File: config.mk
export PLATFORM = sky130hd
export DESIGN_NAME = cordic_atan2_vectoring_core_flat
export DESIGN_NICKNAME = d
export VERILOG_FILES = /design/src/design/cav_pkg.sv /design/src/design/cav_if.sv /design/src/design/cordic_atan2_vectoring_core.sv /design/src/flat_wrapper.sv
export SDC_FILE = /design/constraint.sdc
export NUM_CORES = 2
export LEC_CHECK = 0
export ABC_AREA = 1
export BUFFER_PORTS_ARGS = -buffer_cell sky130_fd_sc_hd__buf_2
export CAP_MARGIN = 20
export CORE_MARGIN = 2
export CORE_UTILIZATION = 71
export CTS_CLUSTER_DIAMETER = 200
export DETAILED_ROUTE_END_ITERATION = 7
export PLACE_DENSITY_LB_ADDON = 0.05
export SLEW_MARGIN = 10
export SYNTH_ARGS = -nofsm -noshare
export SYNTH_HDL_FRONTEND = slang
export SYNTH_SLANG_ARGS = --single-unit
File: constraint.sdc
create_clock -name clk -period 20.3 [get_ports clk]
set_input_delay 6.09 -clock clk [delete_from_list [all_inputs] [get_ports clk]]
set_output_delay 6.09 -clock clk [all_outputs]
set_load 0.01 [all_outputs]
File: src/design/cav_pkg.sv
`timescale 1ns / 1ps
// Shared types and constants for the CORDIC vectoring-mode atan2 core.
// Holds the arctangent step table and the angle and output formats; no dependencies.
package cav_pkg;

  localparam int ANG_FRAC = 16;
  localparam int OUT_FRAC = 8;
  localparam int ANG_W = 26;
  localparam int OUT_W = 17;
  localparam int TABLE_LEN = 24;
  localparam int RND_W = ANG_W + 1 - (ANG_FRAC - OUT_FRAC);

  typedef logic signed [ANG_W-1:0] ang_t;
  typedef logic signed [OUT_W-1:0] angle_t;

  localparam ang_t QUARTER_TURN = 26'sd5898240;
  localparam logic signed [ANG_W:0] ROUND_HALF = 27'sd128;
  localparam logic signed [RND_W-1:0] OUT_LIMIT = 19'sd46080;

  // atan(2^-i) in degrees with 16 fractional bits, rounded to nearest.
  localparam ang_t ATAN_TAB [TABLE_LEN] = '{
    26'sd2949120, 26'sd1740967, 26'sd919879, 26'sd466945,
    26'sd234379,  26'sd117304,  26'sd58666,  26'sd29335,
    26'sd14668,   26'sd7334,    26'sd3667,   26'sd1833,
    26'sd917,     26'sd458,     26'sd229,    26'sd115,
    26'sd57,      26'sd29,      26'sd14,     26'sd7,
    26'sd4,       26'sd2,       26'sd1,      26'sd0
  };

endpackage

File: src/design/cav_if.sv
`timescale 1ns / 1ps
// Valid/ready stream interfaces for the CORDIC atan2 core: samples in, phases out.
// Depends on cav_pkg for the output angle type.
interface cav_in_if #(
  parameter int DATA_WIDTH = 16
);
  logic                         valid;
  logic                         ready;
  logic signed [DATA_WIDTH-1:0] real_part;
  logic signed [DATA_WIDTH-1:0] imag_part;

  modport source(output valid, real_part, imag_part, input ready);
  modport sink(input valid, real_part, imag_part, output ready);
endinterface

interface cav_out_if;
  logic            valid;
  logic            ready;
  cav_pkg::angle_t angle_deg;

  modport source(output valid, angle_deg, input ready);
  modport sink(input valid, angle_deg, output ready);
endinterface

File: src/design/cordic_atan2_vectoring_core.sv
`timescale 1ns / 1ps
// Pipelined CORDIC vectoring-mode atan2: sample phase in degrees, 8 fractional bits.
// Depends on cav_pkg and the stream interfaces in cav_if.sv.
//
// The core takes one complex sample per clock and returns its phase through one
// register stage for the quarter-turn pre-rotation, one per shift-and-add
// micro-rotation, and one for rounding and saturation. Every stage has its own
// valid bit and advances when the stage after it is empty or moving, so a
// stalled output only holds back the stages that are full, and a new sample is
// taken whenever any stage has room.
module cordic_atan2_vectoring_core #(
  parameter int ITERATIONS = 11,
  parameter int DATA_WIDTH = 16
) (
  input logic         clk,
  input logic         rst,
  cav_in_if.sink      sample,
  cav_out_if.source   phase
);

  localparam int N = (ITERATIONS < cav_pkg::TABLE_LEN) ? ITERATIONS : cav_pkg::TABLE_LEN;
  localparam int W = DATA_WIDTH + 3;
  localparam int LAST = N + 1;
  localparam int SH = cav_pkg::ANG_FRAC - cav_pkg::OUT_FRAC;

  logic signed [W-1:0] x [0:N];
  logic signed [W-1:0] y [0:N];
  cav_pkg::ang_t       ph [0:N];
  logic                vld [0:LAST];
  logic                adv [0:LAST];
  cav_pkg::angle_t     angle;

  logic signed [W-1:0]               re_ext;
  logic signed [W-1:0]               im_ext;
  logic signed [cav_pkg::ANG_W:0]    rnd;
  logic signed [cav_pkg::RND_W-1:0]  rsh;
  logic signed [cav_pkg::RND_W-1:0]  sat;

  assign adv[LAST] = !vld[LAST] || phase.ready;

  genvar k;
  generate
    for (k = 0; k < LAST; k++) begin : g_adv
      assign adv[k] = !vld[k] || adv[k+1];
    end
  endgenerate

  assign sample.ready = adv[0];

  assign re_ext = W'(sample.real_part);
  assign im_ext = W'(sample.imag_part);

  always_ff @(posedge clk) begin
    if (rst) begin
      vld[0] <= 1'b0;
    end else if (adv[0]) begin
      vld[0] <= sample.valid;
    end
    if (adv[0] && sample.valid) begin
      if (sample.imag_part > 0) begin
        x[0]  <= im_ext;
        y[0]  <= -re_ext;
        ph[0] <= -cav_pkg::QUARTER_TURN;
      end else begin
        x[0]  <= -im_ext;
        y[0]  <= re_ext;
        ph[0] <= cav_pkg::QUARTER_TURN;
      end
    end
  end

  generate
    for (k = 0; k < N; k++) begin : g_stage
      logic signed [W-1:0] xs;
      logic signed [W-1:0] ys;

      assign xs = x[k] >>> k;
      assign ys = y[k] >>> k;

      always_ff @(posedge clk) begin
        if (rst) begin
          vld[k+1] <= 1'b0;
        end else if (adv[k+1]) begin
          vld[k+1] <= vld[k];
        end
        if (adv[k+1] && vld[k]) begin
          if (!y[k][W-1]) begin
            x[k+1]  <= x[k] + ys;
            y[k+1]  <= y[k] - xs;
            ph[k+1] <= ph[k] - cav_pkg::ATAN_TAB[k];
          end else begin
            x[k+1]  <= x[k] - ys;
            y[k+1]  <= y[k] + xs;
            ph[k+1] <= ph[k] + cav_pkg::ATAN_TAB[k];
          end
        end
      end
    end
  endgenerate

  // Negate, round half up to the output resolution, then clamp to +-180 degrees.
  always_comb begin
    rnd = -{ph[N][cav_pkg::ANG_W-1], ph[N]} + cav_pkg::ROUND_HALF;
    rsh = cav_pkg::RND_W'(rnd >>> SH);
    if (rsh > cav_pkg::OUT_LIMIT) begin
      sat = cav_pkg::OUT_LIMIT;
    end else if (rsh < -cav_pkg::OUT_LIMIT) begin
      sat = -cav_pkg::OUT_LIMIT;
    end else begin
      sat = rsh;
    end
  end

  always_ff @(posedge clk) begin
    if (rst) begin
      vld[LAST] <= 1'b0;
    end else if (adv[LAST]) begin
      vld[LAST] <= vld[N];
    end
    if (adv[LAST] && vld[N]) begin
      angle <= sat[cav_pkg::OUT_W-1:0];
    end
  end

  assign phase.valid     = vld[LAST];
  assign phase.angle_deg = angle;

endmodule

File: src/flat_wrapper.sv
// flat-port wrapper written by rule: the top's interface ports become plain ports
module cordic_atan2_vectoring_core_flat 
#(
  parameter int ITERATIONS = 11,
  parameter int DATA_WIDTH = 16
)
  (clk, rst, sample_valid, sample_real_part, sample_imag_part, sample_ready, phase_valid, phase_angle_deg, phase_ready);
  cav_in_if #(.DATA_WIDTH(DATA_WIDTH)) sample_i ();
  cav_out_if phase_i ();
  input logic clk;
  input logic rst;
  input wire logic [$bits(sample_i.valid)-1:0] sample_valid;
  input wire logic [$bits(sample_i.real_part)-1:0] sample_real_part;
  input wire logic [$bits(sample_i.imag_part)-1:0] sample_imag_part;
  output wire logic [$bits(sample_i.ready)-1:0] sample_ready;
  output wire logic [$bits(phase_i.valid)-1:0] phase_valid;
  output wire logic [$bits(phase_i.angle_deg)-1:0] phase_angle_deg;
  input wire logic [$bits(phase_i.ready)-1:0] phase_ready;
  assign sample_i.valid = sample_valid;
  assign sample_i.real_part = sample_real_part;
  assign sample_i.imag_part = sample_imag_part;
  assign sample_ready = sample_i.ready;
  assign phase_valid = phase_i.valid;
  assign phase_angle_deg = phase_i.angle_deg;
  assign phase_i.ready = phase_ready;
  cordic_atan2_vectoring_core #(.ITERATIONS(ITERATIONS), .DATA_WIDTH(DATA_WIDTH)) u_core (.clk(clk), .rst(rst), .sample(sample_i), .phase(phase_i));
endmodule
==> run metrics <==
crit-path max cell delay 0.24 ns; failing checks DRC; post-synthesis cell area 55100 sq um; Post-CTS Resized 0; share of cells above drive strength 1 3.95%; Rows 102; ANT nets after route 0; Most common cell on crit path nor2_4; multiplexer share of the synthesized area 0%; synth top area cells edfxtp_1, ha_1, xor2_1; Top FF cell, synth edfxtp_1; Port Buffer Count 54; final WL 137000 um; Slew Viols, Final 0; crit path DAT 7.81 ns; Hold Crit Start u_core.ph[1][27]; relative max-transition margin between 30% and 40%; Post-synth EDFFs 647; hold_ws approximately 0.44 ns; Fmax about 72 MHz; Hold Path Class register to register; Core ar. 77100 sq um; root buffer cell clkbuf_16; Die Area 79800 sq um; Clock Skew between 0.02 and 0.03 ns; CP Launch Type input pin; Tcrit/Tclk final 68.5%; RD Place Congestion ~0.99; post-synthesis cell type count 57; synth warn 0; Crit Path Category input pin to primary output; design area roughly 59000 sq um; Seq cells post-synth 647; drt first pass iters 8; antenna violations before repair 1; TNS Setup 0 ns; cell count after synthesis between 6000 and 7000; CTS Buf Count 74; clk slew on worst S/H paths 0.06 ns; crit path launch phase_ready; postcts setup bufs 0; Reg-to-Reg Start u_core.vld[1][4]; pwr dens 61.6 nW/um^2; largest vdd supply drop 73.4 uV; DP Area 56500 sq um; Global Route Usage Sum 34.3%; Overall Power 3.63 mW; CP endpoint kind primary output; non-filler cells, final about 7800; total gr overflow 0; fin nets approximately 7400; Async SR Flop Fraction 0%; placed cells 7687; Synth top area share 35.3%; Worst Tran Pin Value 0.987 ns; Max-Cap Viols 0; Cell Chain, Critical Path buf_2 -> nor2_4 -> nand3_4 -> nor2_8 -> nand4_4 -> nor2_4 -> nand2_2 -> nor2_4 -> nand4_4 -> buf_2; post-synthesis simple-gate area fraction 18.6%; critical path's slowest cell nor2_4; Yosys top cell by area edfxtp_1; die height 283 um; post-DP HPWL around 110000 um; Area Growth Syn to Fin 7.02%; Synth Area in Adders 14.5%; clk buf depth 3; DR vias 46771; Synth Net Count 7293; Final Critical Period 13.90 ns; # clock sinks 647; status finished, violations left; largest net degree at the start of global routing 65; drt initial violations 3986; wire length of the first global-routing pass around 220000 um; I/O pins 55; Crit Path Max Fanout 7; combinational family with the most area after synthesis simple AND/OR/NAND/NOR gates; clk_lat worst skew 0.62 ns; xor-xnor portion of the synthesized cell area 12.0%; final hold vios 0; DR WL/cell 17.6 um; endpoints failing setup 0; Synth Area per Inst 8.30 sq um; post-synthesis compound-gate area fraction 13.7%; vias in the first global route 44739; critical path required time 14.21 ns; Leak Pwr 26.6 nW; CTS tree built; Initial Util 71.5%; Vias per Instance 5.98; Remaining DRCs 7; RSZ-0062 raised after global routing false; sequential cell area fraction in the yosys report between 30% and 40%; cts hold-fix bufs 0; deepest level of the CTS H-tree 3; die width 283 um
-- state kept, by name, indices dropped and copies added (netlist names) --
register and cells:
u_core.y 190, u_core.x 181, u_core.vld 13, u_core.phase.angle_deg 17, u_core.ph 246
-- cell usage in the layout (no fill, tap or decap), drive strengths merged, types with 73 or more instances in the layout --
| cell | count |
|---|---|
| nand4 | 97 |
| clkbuf | 85 |
| xnor2 | 147 |
| edfxtp | 647 |
| xor2 | 608 |
| nor2 | 517 |
| ha | 594 |
| nand2 | 1296 |
| buf | 73 |
| inv | 786 |
| o21ai | 436 |
| nand3 | 250 |
| o31ai | 77 |
| nor3 | 138 |
| a21oi | 632 |
-- Yosys cell counts, drive strengths merged (43+ instances only) --
| master | number |
|---|---|
| nand3 | 250 |
| inv | 779 |
| o21bai | 43 |
| nor2 | 517 |
| nand2 | 1296 |
| edfxtp | 647 |
| xor2 | 608 |
| a21oi | 632 |
| or2 | 50 |
| ha | 594 |
| nor3 | 138 |
| o21ai | 436 |
| o31ai | 77 |
| o211ai | 44 |
| nand4 | 97 |
| xnor2 | 147 |
-- through the flow --
step | setup WS (ns) | utilization, %
5_1_grt | 6.30 | 76.5
3_3_place_gp | 6.52 | 73.3
4_1_cts | 6.42 | 76.4
6_report | 6.40 | 76.5
3_5_place_dp | 6.43 | 73.3
2_1_floorplan | 7.12 | -
-- area by class of cell --
class	instances	area [sq um]
Fill cell	5722	18100
Tap cell	1040	1300
Inverter	781	2930
Clock inverter	50	542
Clock buffer	85	1910
Multi-Input combinational cell	5147	32400
Timing Repair Buffer	73	417
Antenna cell	1	2.50
Sequential cell	647	19400
-- report_power, final --
group	total [mW]	internal (mW)	switching, mW
sequential	1.58	1.54	0.0442
clock	1.36	0.809	0.555
combinational	0.685	0.243	0.442
total	3.63	2.59	1.04
-- worst max-delay path, delay by kind of cell --
| kind | cells | cell delay [ns] |
|---|---|---|
| buffers and inverters | 2 | 0.34 |
| and+or+nand+nor | 8 | 1.37 |
-- worst paths after layout --
| check | end | slack [ns] | cells past startpoint |
|---|---|---|---|
| setup / recovery | sample_ready | 6.40 | 10 |
| hold / removal | u_core.ph[1][53] | 0.44 | 0 |
| setup reg to reg | u_core.ph[1][38] | 14.86 | 20 |
| hold reg to reg | u_core.ph[1][53] | 0.44 | 0 |
-- kinds of logic after synthesis --
| logic type | Yosys count |
|---|---|
| AOI/OAI and AO/OA | 1356 |
| xor gates and xnor gates | 755 |
| adders and majority gates | 623 |
| buffers and inverters | 840 |
| DFF | 647 |
| and+or+nand+nor | 2413 |
-- layer usage --
metal	GRT usage [%]	up-vias	routed length (um)
li1	-	22997	-
met1	42.8	21670	56600
met2	59.3	1720	66100
met3	5.18	384	8670
met4	14.5	0	5990
met5	0	-	0
Power figures use the tool's default switching activity.
